[config.mk]
export PLATFORM = sky130hd
export DESIGN_NAME = wkv_key_stage
export DESIGN_NICKNAME = d
export VERILOG_FILES = /design/src/rtl/core/wkv_pkg.sv /design/src/rtl/core/wkv_ram.sv /design/src/rtl/core/wkv_key_stage.sv
export SDC_FILE = /design/constraint.sdc
export NUM_CORES = 1
export LEC_CHECK = 0
export BUFFER_PORTS_ARGS = -buffer_cell sky130_fd_sc_hd__buf_2
export CELL_PAD_IN_SITES_DETAIL_PLACEMENT = 1
export CELL_PAD_IN_SITES_GLOBAL_PLACEMENT = 2
export CORE_ASPECT_RATIO = 0.75
export CORE_MARGIN = 1.5
export CORE_UTILIZATION = 45
export CTS_CLUSTER_SIZE = 25
export DETAILED_ROUTE_END_ITERATION = 6
export PLACE_DENSITY = 0.8
export SYNTH_ARGS = -nofsm -noshare
export SYNTH_HDL_FRONTEND = slang
export SYNTH_SLANG_ARGS = --single-unit
[constraint.sdc]
create_clock -name clk -period 4.3 [get_ports clk]
set_input_delay 0.215 -clock clk [delete_from_list [all_inputs] [get_ports clk]]
set_output_delay 0.215 -clock clk [all_outputs]
set_load 0.02 [all_outputs]
[src/rtl/core/wkv_pkg.sv]
// wkv_pkg: shared types and constants for the word-key byte cipher
// no dependencies; imported by every module of the block except wkv_ram
package wkv_pkg;

	// operation codes carried in the low bits of the input transaction
	typedef enum logic [2:0] {
		OP_KEY    = 3'd0,
		OP_ENC    = 3'd1,
		OP_DEC    = 3'd2,
		OP_READ   = 3'd3,
		OP_REWIND = 3'd4,
		OP_CLEAR  = 3'd5
	} op_t;

	localparam logic [7:0] SEP_SPACE   = 8'h20;
	localparam logic [7:0] SEP_NEWLINE = 8'h0A;

	localparam int HIST_BINS   = 256;
	localparam int HIST_AW     = 8;
	localparam int OUT_DEPTH   = 4;
	localparam int IN_TDATA_W  = 16;
	localparam int OUT_TDATA_W = 48;

	// key stage to histogram stage, one transaction in flight
	typedef struct packed {
		logic       valid;
		op_t        op;
		logic [7:0] data_byte;
		logic [7:0] out_byte;
		logic       key_full;
	} s1_t;

	// one result, out_byte in the low bits
	typedef struct packed {
		logic        key_full;
		logic [31:0] bin_count;
		logic [7:0]  out_byte;
	} result_t;

	localparam int RESULT_W = $bits(result_t);

endpackage

[src/rtl/core/wkv_ram.sv]
// wkv_ram: generic single-write, single-read synchronous ram
// registered read data; no package dependency
module wkv_ram #(
	parameter int WIDTH = 8,
	parameter int DEPTH = 64
) (
	input  logic                                  clk,
	input  logic                                  we,
	input  logic [(DEPTH > 1 ? $clog2(DEPTH) : 1)-1:0] waddr,
	input  logic [WIDTH-1:0]                      wdata,
	input  logic [(DEPTH > 1 ? $clog2(DEPTH) : 1)-1:0] raddr,
	output logic [WIDTH-1:0]                      rdata
);
	logic [WIDTH-1:0] mem [DEPTH];

	always_ff @(posedge clk) begin
		if (we) begin
			mem[waddr] <= wdata;
		end
		rdata <= mem[raddr];
	end
endmodule

[src/rtl/core/wkv_key_stage.sv]
// wkv_key_stage: key word table, word index and cipher position, byte add/subtract
// depends on wkv_pkg and wkv_ram
module wkv_key_stage #(
	parameter int KEY_WORDS = 64
) (
	input  logic           clk,
	input  logic           arst_n,
	input  logic           accept,
	input  wkv_pkg::op_t   op,
	input  logic [7:0]     data_byte,
	output wkv_pkg::s1_t   s1
);
	import wkv_pkg::*;

	localparam int KIW = (KEY_WORDS > 1) ? $clog2(KEY_WORDS) : 1;
	localparam logic [KIW-1:0] LAST_WORD = KIW'(KEY_WORDS - 1);

	// word being loaded lives in cur_word_q; it is flushed to the table on a separator unless it is the last word
	logic [KIW-1:0] kwi_q, pos_q;
	logic [7:0]     cur_word_q;

	logic           is_sep;
	logic           kt_we;
	logic [7:0]     kt_rdata;

	logic           valid_s1, sel_cur_s1, full_s1;
	op_t            op_s1;
	logic [7:0]     byte_s1, cur_s1;
	logic [7:0]     key_s1;

	assign is_sep = (data_byte == SEP_SPACE) || (data_byte == SEP_NEWLINE);
	assign kt_we  = accept && (op == OP_KEY) && is_sep && (kwi_q != LAST_WORD);

	wkv_ram #(.WIDTH(8), .DEPTH(KEY_WORDS)) u_key_ram (
		.clk   (clk),
		.we    (kt_we),
		.waddr (kwi_q),
		.wdata (cur_word_q),
		.raddr (pos_q),
		.rdata (kt_rdata)
	);

	always_ff @(posedge clk or negedge arst_n) begin
		if (!arst_n) begin
			kwi_q      <= '0;
			pos_q      <= '0;
			cur_word_q <= '0;
			valid_s1   <= 1'b0;
		end else begin
			valid_s1 <= accept;
			if (accept) begin
				unique case (op)
					OP_KEY: begin
						if (is_sep) begin
							if (kwi_q != LAST_WORD) begin
								kwi_q      <= kwi_q + KIW'(1);
								cur_word_q <= '0;
							end
						end else begin
							cur_word_q <= cur_word_q + data_byte;
						end
					end
					OP_ENC, OP_DEC: begin
						// position never exceeds the word index, so wrap at the word in use
						pos_q <= (pos_q == kwi_q) ? '0 : pos_q + KIW'(1);
					end
					OP_REWIND: begin
						pos_q <= '0;
					end
					OP_CLEAR: begin
						kwi_q      <= '0;
						pos_q      <= '0;
						cur_word_q <= '0;
					end
					default: begin
					end
				endcase
			end
		end
	end

	always_ff @(posedge clk) begin
		op_s1      <= op;
		byte_s1    <= data_byte;
		full_s1    <= (op == OP_KEY) && is_sep && (kwi_q == LAST_WORD);
		sel_cur_s1 <= (pos_q == kwi_q);
		cur_s1     <= cur_word_q;
	end

	assign key_s1 = sel_cur_s1 ? cur_s1 : kt_rdata;

	always_comb begin
		s1.valid     = valid_s1;
		s1.op        = op_s1;
		s1.data_byte = byte_s1;
		s1.key_full  = full_s1;
		case (op_s1)
			OP_ENC:  s1.out_byte = byte_s1 + key_s1;
			OP_DEC:  s1.out_byte = byte_s1 - key_s1;
			default: s1.out_byte = '0;
		endcase
	end
endmodule

==> flow_metrics.tcl <==
set metrics [dict create \
    status "complete, no violations" \
    placed_cell_area_um2 23300 \
    grt_usage 0.222 \
    synth_compound_area_frac 0.0448 \
    critPathCaptureType "output pin" \
    ir_drop_uv 436 \
    r2r-start "pos_q[1]" \
    min_period_ns 3.79 \
    startpoint "sel_cur_s1" \
    avgRoutedWirePerCell_um 28.4 \
    synth.mux.area_fraction 0.134 \
    required_ns 4.09 \
    met1Wirelength_mm 25.0 \
    synthArstFlopShare 0.0374 \
    dieArea_um2 51000 \
    worst_slack_ns 0.507 \
    min_path_type "input pin to asynchronous set/reset pin" \
    r2r_cells 6 \
    floorplan.initialDensity 0.457 \
    ys_types 61 \
    ant_nets 0 \
    drt_first_pass_iters 5 \
    ioPinCount 35 \
    worst_path_max_delay_cell "dfxtp_2" \
    clk_pin_slew_ns 0.07 \
    core_area_um2 48900 \
    antenna_found_initial 2 \
    r2r_slack_ns 1.13 \
    cp.depth 13 \
    fin_nets 1283 \
    syn_nets 1214 \
    max_freq_mhz 264 \
    synth_edf_count 512 \
    yosys.area_share.simple 0.0453 \
    power_density_nw_per_um2 512 \
    ff_latch_area_um2 16500 \
    fp.dieW_um 260 \
    maxSlewViolCount 0 \
    grt_overflow_total 0 \
    crit_path_max_fanout 12 \
    drive_gt1_frac 0.239 \
    multiInputGateArea_um2 5490 \
    rows 70 \
    final_cells 1941 \
    synth_warnings 0 \
    grt_pass1_vias 12100 \
    wl_met2_mm 25.4 \
    max_cap_violations 0 \
    critical-path-top-delay-family "compound AO/OA/AOI/OAI gates" \
    skew_ns 0.0202 \
    cts_sinks 562 \
    cts.root.buffer_cell "clkbuf_16" \
    endpoint "s1[8]" \
    tightest_slew_ns 1.02 \
    r2r_end "u_key_ram.rdata[0]" \
    clock_path_buffers 3 \
    grt_pass1_wl_mm 82.4 \
    synthAdderAreaFrac 0.0113 \
    hold_viol_final 0 \
    syn_area_um2 22300 \
    dpl.hpwl_mm 33.9 \
    gp_routability_congestion 0.781 \
    dp.cells 1832 \
    vias 11600 \
    cts_setup_buffers 0 \
    avgViaCountPerCell 5.98 \
    cp_num_buf_inv 2 \
    crit_chain "mux2i_1 > ha_1 > nor2_1 > a21oi_1 > inv_1 > ha_1 > nor2b_1 > o21ai_0 > a21oi_1 > o41ai_1 > xnor2_1 > nor2_1 > buf_2" \
    ys_seq_area_frac 0.738 \
    hold_ws_ns 0.178 \
    synth_top_family_by_area "multiplexers" \
    cts_buffers 51 \
    wirelength_mm 55.0 \
    top_layer "met5" \
    stdcell_area_um2 25100 \
    arrival_ns 3.58 \
    finalCritPeriodShare 0.882 \
    antenna_cells 0 \
    totalPowerFinal_mw 12.9 \
    setup_tns_ns 0 \
    fillers 4412 \
    drt_iter0_markers 1113 \
    synth-main-ff-cell "edfxtp_1" \
    setup_violations 0 \
    final_common_cell "edfxtp_1" \
    synthXorXnorAreaFrac 0.0102 \
    fin_util 0.514 \
    syn_inst 1181 \
    mostFrequentLayoutCells "512 x edfxtp_1, 124 x mux4_2, 99 x nor2_1" \
    pre_cts_ws_ns 0.949 \
    grt_max_degree 68 \
    drcViolationCount 0 \
    synth-seq-cells 562 \
    cts_max_level 2 \
    relSlewSlack 0.310 \
    dieHeight_um 196 \
    power.static_leakage_nw 8.06 \
    clock_latency_ns 0.58 \
    syn_to_final_growth_pct 12.5 \
    rsz0062_at_grt "no" \
    critPathKind "register to output pin" \
    cts_tree "built" \
    wl_met3_mm 3.67 \
    numPortBuffers 34 \
    setup.worst_path.start_class "register" \
    critPathMaxStageDelay_ns 0.52 \
    syn-mean-instance-area_um2 18.9 \
]
[sequential cells by signal (all words and copies together) (netlist names)]
register,count
op_s1,3
sel_cur_s1,1
valid_s1,1
cur_word_q,8
u_key_ram.mem,512
pos_q,6
u_key_ram.rdata,8
kwi_q,6
full_s1,1
cur_s1,8
byte_s1,8
[worst min path at each step]
stage | to | slack, ns | cells after the start
floorplan | cur_word_q[0] | -0.08 | 0
global placement | kwi_q[4] | 0.24 | 1
detailed placement | valid_s1 | 0.24 | 1
CTS | kwi_q[2] | 0.17 | 2
global route | cur_word_q[4] | 0.23 | 2
finish | cur_word_q[4] | 0.18 | 2
[power by group]
part | internal [mW] | total, mW | switching [mW]
registers | 6.57 | 6.62 | 0.0523
clock network | 2.61 | 4.64 | 2.03
logic | 0.457 | 1.61 | 1.15
total | 9.63 | 12.9 | 3.23
[cells in the mapped netlist, types with 4 or more instances]
library cell	n	share of area
dfrtp_1	21	0.024
inv_1	11	0.0018
buf_2	19	0.0043
nand2_1	39	0.0066
o221ai_1	4	0.0016
a21oi_1	28	0.0063
buf_4	9	0.0030
buf_6	4	0.0020
mux4_2	124	0.13
dfxtp_1	29	0.026
a2111oi_0	8	0.0031
a211oi_1	6	0.0020
mux2i_1	16	0.0072
xor2_1	11	0.0043
nand2_2	4	0.0011
clkbuf_1	21	0.0035
o41ai_1	4	0.0016
edfxtp_1	512	0.69
nor2_1	101	0.017
a22o_1	18	0.0071
buf_1	9	0.0015
a221o_1	4	0.0018
nand3_1	15	0.0034
nor2b_1	13	0.0036
xnor2_1	15	0.0059
a22oi_1	19	0.0064
nand2b_1	6	0.0017
ha_1	17	0.0095
nor3_1	14	0.0031
a221oi_1	9	0.0035
o22ai_1	5	0.0014
o21ai_0	19	0.0043
[cell families (layout without fill, tap and decap cells)]
family,after synthesis,count (layout)
AO/OA/AOI/OAI,139,139
XOR/XNOR,26,26
adder cells (fa/ha/maj),19,19
buffers and inverters,74,186
flip-flops,562,562
multiplexers,143,143
AND/OR/NAND/NOR,218,218
[layout make-up]
cell class,count,area share
Multi-Input combinational cell,545,0.219
Clock inverter,39,0.0144
Sequential cell,562,0.657
Inverter,12,0.00179
Timing Repair Buffer,78,0.0227
Clock buffer,57,0.0533
Tap cell,648,0.0323
[worst register-to-register path: stages (launching register included)]
cell and delay, ns:
dfrtp_4 1.09, buf_12 0.44, mux4_2 0.42, a22oi_1 0.28
a21oi_1 0.15, a21oi_1 0.33, o221ai_1 0.28
[metal layers]
metal	track usage	vias up
met5	0	-
met4	0.0456	2
met3	0.0410	79
met2	0.336	396
met1	0.340	6205
li1	-	4920
[timing repair]
action | in CTS | in global routing
setup endpoints to repair | 0 | 1
hold buffers | 13 | 0
resized for setup | 0 | 1
hold endpoints to repair | 35 | 0
(Power assumes the default switching activity.)
