### config.mk
export PLATFORM = sky130hd
export DESIGN_NAME = wkv_out_fifo
export DESIGN_NICKNAME = d
export VERILOG_FILES = /design/src/rtl/core/wkv_pkg.sv /design/src/rtl/core/wkv_out_fifo.sv
export SDC_FILE = /design/constraint.sdc
export NUM_CORES = 1
export LEC_CHECK = 0
export ABC_AREA = 1
export BUFFER_PORTS_ARGS = -buffer_cell sky130_fd_sc_hd__clkbuf_2
export CAP_MARGIN = 10
export CORE_MARGIN = 5
export CORE_UTILIZATION = 40
export CTS_CLUSTER_DIAMETER = 80
export DETAILED_ROUTE_END_ITERATION = 10
export SYNTH_ARGS = -nofsm -noshare
export SYNTH_HDL_FRONTEND = slang
export SYNTH_SLANG_ARGS = --single-unit
### constraint.sdc
create_clock -name clk -period 4.8 [get_ports clk]
set_clock_uncertainty 0.05 [all_clocks]
set_input_delay 0.24 -clock clk [delete_from_list [all_inputs] [get_ports clk]]
set_output_delay 0.24 -clock clk [all_outputs]
set_load 0.02 [all_outputs]
### src/rtl/core/wkv_pkg.sv
// wkv_pkg: shared types and constants for the word-key byte cipher
// no dependencies; imported by every module of the block except wkv_ram
package wkv_pkg;

	// operation codes carried in the low bits of the input transaction
	typedef enum logic [2:0] {
		OP_KEY    = 3'd0,
		OP_ENC    = 3'd1,
		OP_DEC    = 3'd2,
		OP_READ   = 3'd3,
		OP_REWIND = 3'd4,
		OP_CLEAR  = 3'd5
	} op_t;

	localparam logic [7:0] SEP_SPACE   = 8'h20;
	localparam logic [7:0] SEP_NEWLINE = 8'h0A;

	localparam int HIST_BINS   = 256;
	localparam int HIST_AW     = 8;
	localparam int OUT_DEPTH   = 4;
	localparam int IN_TDATA_W  = 16;
	localparam int OUT_TDATA_W = 48;

	// key stage to histogram stage, one transaction in flight
	typedef struct packed {
		logic       valid;
		op_t        op;
		logic [7:0] data_byte;
		logic [7:0] out_byte;
		logic       key_full;
	} s1_t;

	// one result, out_byte in the low bits
	typedef struct packed {
		logic        key_full;
		logic [31:0] bin_count;
		logic [7:0]  out_byte;
	} result_t;

	localparam int RESULT_W = $bits(result_t);

endpackage

### src/rtl/core/wkv_out_fifo.sv
// wkv_out_fifo: small result queue that decouples the pipeline from the output stall
// depends on wkv_pkg
module wkv_out_fifo #(
	parameter int WIDTH = 41,
	parameter int DEPTH = 4
) (
	input  logic                         clk,
	input  logic                         arst_n,
	input  logic                         push,
	input  logic [WIDTH-1:0]             wdata,
	input  logic                         pop,
	output logic [WIDTH-1:0]             rdata,
	output logic [$clog2(DEPTH+1)-1:0]   level
);
	import wkv_pkg::*;

	localparam int PW = (DEPTH > 1) ? $clog2(DEPTH) : 1;
	localparam int LW = $clog2(DEPTH + 1);

	logic [WIDTH-1:0] slot_q [DEPTH];
	logic [PW-1:0]    wr_ptr_q, rd_ptr_q;
	logic [LW-1:0]    level_q;

	always_ff @(posedge clk or negedge arst_n) begin
		if (!arst_n) begin
			wr_ptr_q <= '0;
			rd_ptr_q <= '0;
			level_q  <= '0;
		end else begin
			if (push) begin
				wr_ptr_q <= (wr_ptr_q == PW'(DEPTH - 1)) ? '0 : wr_ptr_q + PW'(1);
			end
			if (pop) begin
				rd_ptr_q <= (rd_ptr_q == PW'(DEPTH - 1)) ? '0 : rd_ptr_q + PW'(1);
			end
			level_q <= level_q + LW'(push) - LW'(pop);
		end
	end

	always_ff @(posedge clk) begin
		if (push) begin
			slot_q[wr_ptr_q] <= wdata;
		end
	end

	assign rdata = slot_q[rd_ptr_q];
	assign level = level_q;
endmodule

==> results of run 1 <==
## cell families after synthesis
group,Yosys count,synth area share
AND/OR/NAND/NOR,303,0.168
buffers and inverters,206,0.123
flip-flops,171,0.692
adder cells (fa/ha/maj),8,0.0146
AO/OA/AOI/OAI,4,0.00271
## critical path: cells and delay by family, from the launching register on
kind	cells	cell delay, ns
buffers and inverters	3	1.23
flip-flops	1	0.40
AND/OR/NAND/NOR	3	0.30
## layer usage
metal / vias to the layer above / GRT usage
li1: 2396 / -
met5: - / 0
met4: 0 / 0.0508
met2: 86 / 0.227
met1: 2115 / 0.172
met3: 17 / 0.0361
## sequential cells by signal (all words and copies together) (netlist names)
| signal | flops |
|---|---|
| slot_q | 164 |
| wr_ptr_q | 2 |
| level | 3 |
| rd_ptr_q | 2 |
## final cells by class
class,instances,area share
Clock inverter,13,0.00949
Multi-Input combinational cell,315,0.155
Tap cell,229,0.0324
Timing Repair Buffer,134,0.101
Clock buffer,19,0.0490
Inverter,179,0.0761
Sequential cell,171,0.578
## path summary, 6_finish.rpt
path / start / end / slack, ns
setup / recovery: rd_ptr_q[0] / rdata[5] / 2.14
hold / removal: wdata[30] / slot_q[0][30] / 0.02
setup reg to reg: wr_ptr_q[1] / slot_q[1][40] / 2.82
hold reg to reg: wr_ptr_q[0] / wr_ptr_q[0] / 0.56
max in group asynchronous: arst_n / rd_ptr_q[0] / 4.36
min in group asynchronous: arst_n / level[0] / 0.15
## synth_stat cells
master                       n
sky130_fd_sc_hd__nand2_1   218
sky130_fd_sc_hd__inv_1     177
sky130_fd_sc_hd__edfxtp_1  164
sky130_fd_sc_hd__nand3_1    83
sky130_fd_sc_hd__buf_6      15
sky130_fd_sc_hd__buf_2      11
sky130_fd_sc_hd__dfrtp_1     7
sky130_fd_sc_hd__ha_1        7
sky130_fd_sc_hd__o21ai_0     3
sky130_fd_sc_hd__inv_2       2
sky130_fd_sc_hd__nor2_1      2
sky130_fd_sc_hd__buf_4       1
sky130_fd_sc_hd__fa_1        1
sky130_fd_sc_hd__o21ai_1     1
## power breakdown
part	switching (mW)	leakage (nW)	total (mW)	internal, mW
registers	0.0624	1.59	1.98	1.92
clock network	0.511	0.253	1.21	0.695
logic	1.24	2.31	1.73	0.492
## stage by stage
step	hold WS, ns	instances	worst slack (ns)	power, mW
3_5_place_dp	0.0426	987	2.54	3.77
6_report	0.0160	1060	2.14	4.92
2_1_floorplan	-0.106	692	2.89	3.27
3_3_place_gp	0.0418	987	2.59	3.74
5_1_grt	0.00703	1060	1.94	5.25
4_1_cts	0.00214	1060	2.08	5.00
==> out/qor.yml, run 1 <==
run_status:
  outcome: "completed"
floorplanning:
  io_pins: 89
  floorplan.rows: 49
  initial_core_util: 0.409
  coreArea_mm2: 0.0180
  floorplan.die.width_um: 146
  dieHeight_um: 146
  dieArea_mm2: 0.0212
layout:
  n_diodes: 0
  share_of_layout_cells_above_drive_strength_1: 0.149
  layout_common_cells: "sky130_fd_sc_hd__nand2_1 (218), sky130_fd_sc_hd__inv_1 (173), sky130_fd_sc_hd__edfxtp_1 (164)"
  sequential_cell_area_mm2: 0.00510
  post-route-cell-area_mm2: 0.00883
  final_core_util: 0.490
  area.growth.synth_to_final_pct: 19.8
  mostFrequentLayoutCell: "sky130_fd_sc_hd__nand2_1"
  fillers: 1658
  finalNetCount: 871
  multi_input_area_mm2: 0.00137
yosys:
  synthTopCellsByArea: "sky130_fd_sc_hd__edfxtp_1 (67%), sky130_fd_sc_hd__nand2_1 (11%), sky130_fd_sc_hd__inv_1 (9.0%)"
  yosysWarnings: 0
  synth.top_cell.area_share: 0.668
  synth_seq_area_share: 0.692
  netlist_instances: 692
  synth_area_leader_cell: "sky130_fd_sc_hd__edfxtp_1"
  synthesis_stage_register_bit_count: 171
  synth.avg_cell_area_um2: 10.7
  netlist_area_mm2: 0.00737
  synth.lib_cells_used.distinct: 14
  synth_nets: 745
route:
  via_per_inst: 4.35
  drt_wl_total_mm: 14.2
  top_layer_used: "met4"
  met1_length_mm: 6.39
  first_pass_iteration_count_of_the_detailed_router: 4
  routed_wire_length_per_instance_um: 13.4
  antenna_left: 0
  wl_met2_mm: 6.98
  via_count: 4614
  detail_route.drc_violations: 0
  dr.first_iter.drc_count: 216
  met3WireLength_um: 666
placement:
  port-buffer-count: 88
  postPlaceCellArea_mm2: 0.00791
  gp_weighted_congestion: 0.685
  detailed_place_hpwl_mm: 7.87
power_and_ir_drop:
  p_leak_nw: 4.15
  vdd.ir_drop.worst_uv: 337
  powerDensity_mw_per_mm2: 557
timing:
  max_clock_freq_mhz: 376
  timing.final.max_slew_violations: 0
  final.min_clock_period_ns: 2.66
  finalSetupTns_ns: 0
  min_period_over_period: 0.554
  report.final.setup_viol: 0
  worst_pin_slew_ns: 1.04
  rsz_0062_raised_after_global_routing: "no"
  maxSlewHeadroom: 0.304
  finalHoldViolations: 0
cts:
  clock_path_buffers: 2
  buffer_type_at_the_clock_tree_root: "sky130_fd_sc_hd__clkbuf_16"
  cts_htree_levels: 4
  hold_buffers: 41
  clk_latency_ns: 0.41
  clk_transition_reported_paths_ns: 0.06
  post_cts_resized: 0
  tritoncts: "built"
  post_cts_setup_repair_bufs: 0
  cts.sink_count: 171
  cts-buffers-inserted: 17
run:
  maximum_capacitance_violations: 0
setup_path:
  critical-path-max-stage-delay_ns: 0.54
  critical_path_arrival_ns: 2.37
  cp_data_required_time_ns: 4.51
  critical_path.slowest_cell: "sky130_fd_sc_hd__inv_2"
  timing.critical_path.mode_cell: "sky130_fd_sc_hd__nand2_1"
  reg2regPathDepth: 5
  timing.critical_path.cells: "inv_2 -> buf_4 -> nand2_1 -> nand3_1 -> nand2_1 -> clkbuf_2"
  timing.critical_path.from_type: "flop"
  crit_end_element: "output port"
  critical_path_class: "flop to output port"
  critical_path_maximum_fanout: 42
global_routing:
  grt_use_total: 0.137
  pin_count_of_the_biggest_net_entering_global_routing: 85
  first_pass_grt_wire_length_mm: 22.9
  global_route.overflow_total: 0
  grt_antenna_before_repair: 0
  grt_pass1_vias: 4540
worst_hold_path:
  hp-class: "input port to flop"
  worst_hold_path.num_cells: 1
Note: power is estimated with default switching activity, not from simulation.
==> run 2, diff against run 1 <==
clock period = 2.14 ns   (was 4.8 ns; I/O delays follow)
==> run 2 against run 1 <==
Flip-flop and latch count did not move. First-iteration DRC count up 35%. Sequential share of layout area shrank 1.7 points. Via count is 1.7% higher. Clock power rose to 2.5 times the previous value. Global-route usage up 0.54 points. Hold slack improved by 0.38 ns. Non-clock buffer count is 12 higher. Cell count up 1.1%. Combinational power increased by 140%. Routed wire length grew 3.8%.
==> out/qor.yml, run 2 (synthesis results as in run 1) <==
layout:
  fillers: 1626
  mostFrequentLayoutCell: "sky130_fd_sc_hd__nand2_1"
  finalNetCount: 883
  register_with_the_most_flip_flops: "slot_q"
  n_diodes: 0
  share_of_layout_cells_above_drive_strength_1: 0.163
  layout_common_cells: "sky130_fd_sc_hd__nand2_1 (218), sky130_fd_sc_hd__inv_1 (173), sky130_fd_sc_hd__edfxtp_1 (164)"
  flip_flop_count_of_the_largest_register_all_copies_and_words_added: 164
  area.growth.synth_to_final_pct: 23.5
  final_core_util: 0.505
setup_path:
  cp_data_required_time_ns: 1.98
  regToRegStartpoint: "wr_ptr_q[0]"
  cp-endpoint: "rdata[30]"
  critical_path_maximum_fanout: 16
  critical_path_class: "flop to output port"
  ff2ff_setup_slack_ns: 0.54
  regToRegEndpoint: "slot_q[0][40]"
  launch_point_of_the_critical_path: "rd_ptr_q[0]"
  critical_path_arrival_ns: 1.79
  timing.critical_path.from_type: "flop"
  crit_end_element: "output port"
  reg2regPathDepth: 5
timing:
  min_period_over_period: 0.908
  timing.final.max_slew_violations: 0
  rsz_0062_raised_after_global_routing: "no"
  report.final.setup_viol: 0
  finalHoldViolations: 0
  finalSetupTns_ns: 0
  fin_ws_ns: 0.196
  final.min_clock_period_ns: 1.94
  maxSlewHeadroom: 0.629
  max_clock_freq_mhz: 515
  worst_pin_slew_ns: 0.557
route:
  via_count: 4692
  antenna_left: 0
  first_pass_iteration_count_of_the_detailed_router: 4
  dr.first_iter.drc_count: 291
  drt_wl_total_mm: 14.8
  via_per_inst: 4.38
  detail_route.drc_violations: 0
  routed_wire_length_per_instance_um: 13.8
floorplanning:
  dieHeight_um: 146
  coreArea_mm2: 0.0180
  initial_core_util: 0.409
  floorplan.rows: 49
  floorplan.die.width_um: 146
  dieArea_mm2: 0.0212
  io_pins: 89
power_and_ir_drop:
  p_leak_nw: 4.27
  powerDensity_mw_per_mm2: 1270
  seq_power_share: 0.385
  vdd.ir_drop.worst_uv: 977
  p_switching_mw: 4.16
  switching_share: 0.359
  design_internal_power_mw: 7.41
  portion_of_total_power_attributed_to_combinational_logic: 0.354
  clkPwrFrac: 0.262
global_routing:
  grt_antenna_before_repair: 0
  grt_use_total: 0.142
  grt_pass1_vias: 4638
  pin_count_of_the_biggest_net_entering_global_routing: 85
  first_pass_grt_wire_length_mm: 23.9
  global_route.overflow_total: 0
cts:
  clock_path_buffers: 2
  cts_htree_levels: 4
  clk_latency_ns: 0.42
  tritoncts: "built"
  cts.sink_count: 171
  post_cts_setup_repair_bufs: 0
  cts-buffers-inserted: 17
  post_cts_resized: 0
  hold_buffers: 45
  clk_transition_reported_paths_ns: 0.06
  buffer_type_at_the_clock_tree_root: "sky130_fd_sc_hd__clkbuf_16"
placement:
  port-buffer-count: 88
  gp_weighted_congestion: 0.712
  pre_cts_slack_ns: 0.537
  detailed_place_hpwl_mm: 9.04
run_status:
  outcome: "completed"
worst_hold_path:
  holdCritStartpoint: "wdata[32]"
  hp-class: "input port to flop"
run:
  maximum_capacitance_violations: 0
## run 2: changes by cell type in the layout (fill, tap and decap cells not counted)
cell and change:
sky130_fd_sc_hd__dlygate4sd3_1 +4, sky130_fd_sc_hd__clkinv_1 -5, sky130_fd_sc_hd__buf_12 +8, sky130_fd_sc_hd__clkinv_4 +3, sky130_fd_sc_hd__bufinv_16 +2
## run 2: through the flow
stage                     cell area (µm²)  cells  hold slack, ns  total power, mW
after floorplan                      7370    692          -0.239             7.33
after global placement               8070    995         -0.0886             8.59
after detailed placement             8070    995         -0.0884             8.64
after CTS                            9100   1072           0.376             11.7
after global routing                 9100   1072           0.390             12.3
final                                9100   1072           0.392             11.6
## run 2: power by group through the flow
stage               Clock (mW)  Combinational (mW)  Sequential, mW
floorplan                    0                2.80            4.54
global placement             0                4.09            4.50
detailed placement           0                4.12            4.52
CTS                       3.10                4.19            4.45
global route              3.24                4.56            4.50
finish                    3.03                4.09            4.45
## run 2: worst min-delay path by stage
stage                          to  cells past startpoint  slack, ns
finish              slot_q[1][32]                      2       0.39
global route        slot_q[1][32]                      2       0.39
CTS                 slot_q[3][35]                      2       0.38
detailed placement       level[0]                      1      -0.09
global placement         level[0]                      1      -0.09
floorplan                level[0]                      0      -0.24
## run 2: layout make-up
cell class	count	area, µm²	share of cell area
clock buffers	19	433	0.0476
clock inverters	13	151	0.0166
inverters	179	672	0.0738
multi-input cells	315	1370	0.150
flip-flops and latches	171	5100	0.561
well taps	229	287	0.0315
repair buffers	146	1090	0.120
## run 2: routing by layer
metal	wire, µm	vias to the layer above	global-route usage
li1	-	2419	-
met1	6740	2187	0.180
met2	7280	71	0.237
met3	551	15	0.0367
met4	202	0	0.0494
met5	0	-	0
## run 2: worst max-delay path, stage by stage (launching register included)
cell,delay (ns)
sky130_fd_sc_hd__dfrtp_2,0.42
sky130_fd_sc_hd__inv_2,0.29
sky130_fd_sc_hd__buf_4,0.28
sky130_fd_sc_hd__nand2_1,0.08
sky130_fd_sc_hd__nand3_1,0.07
sky130_fd_sc_hd__nand2_1,0.07
sky130_fd_sc_hd__clkbuf_2,0.15
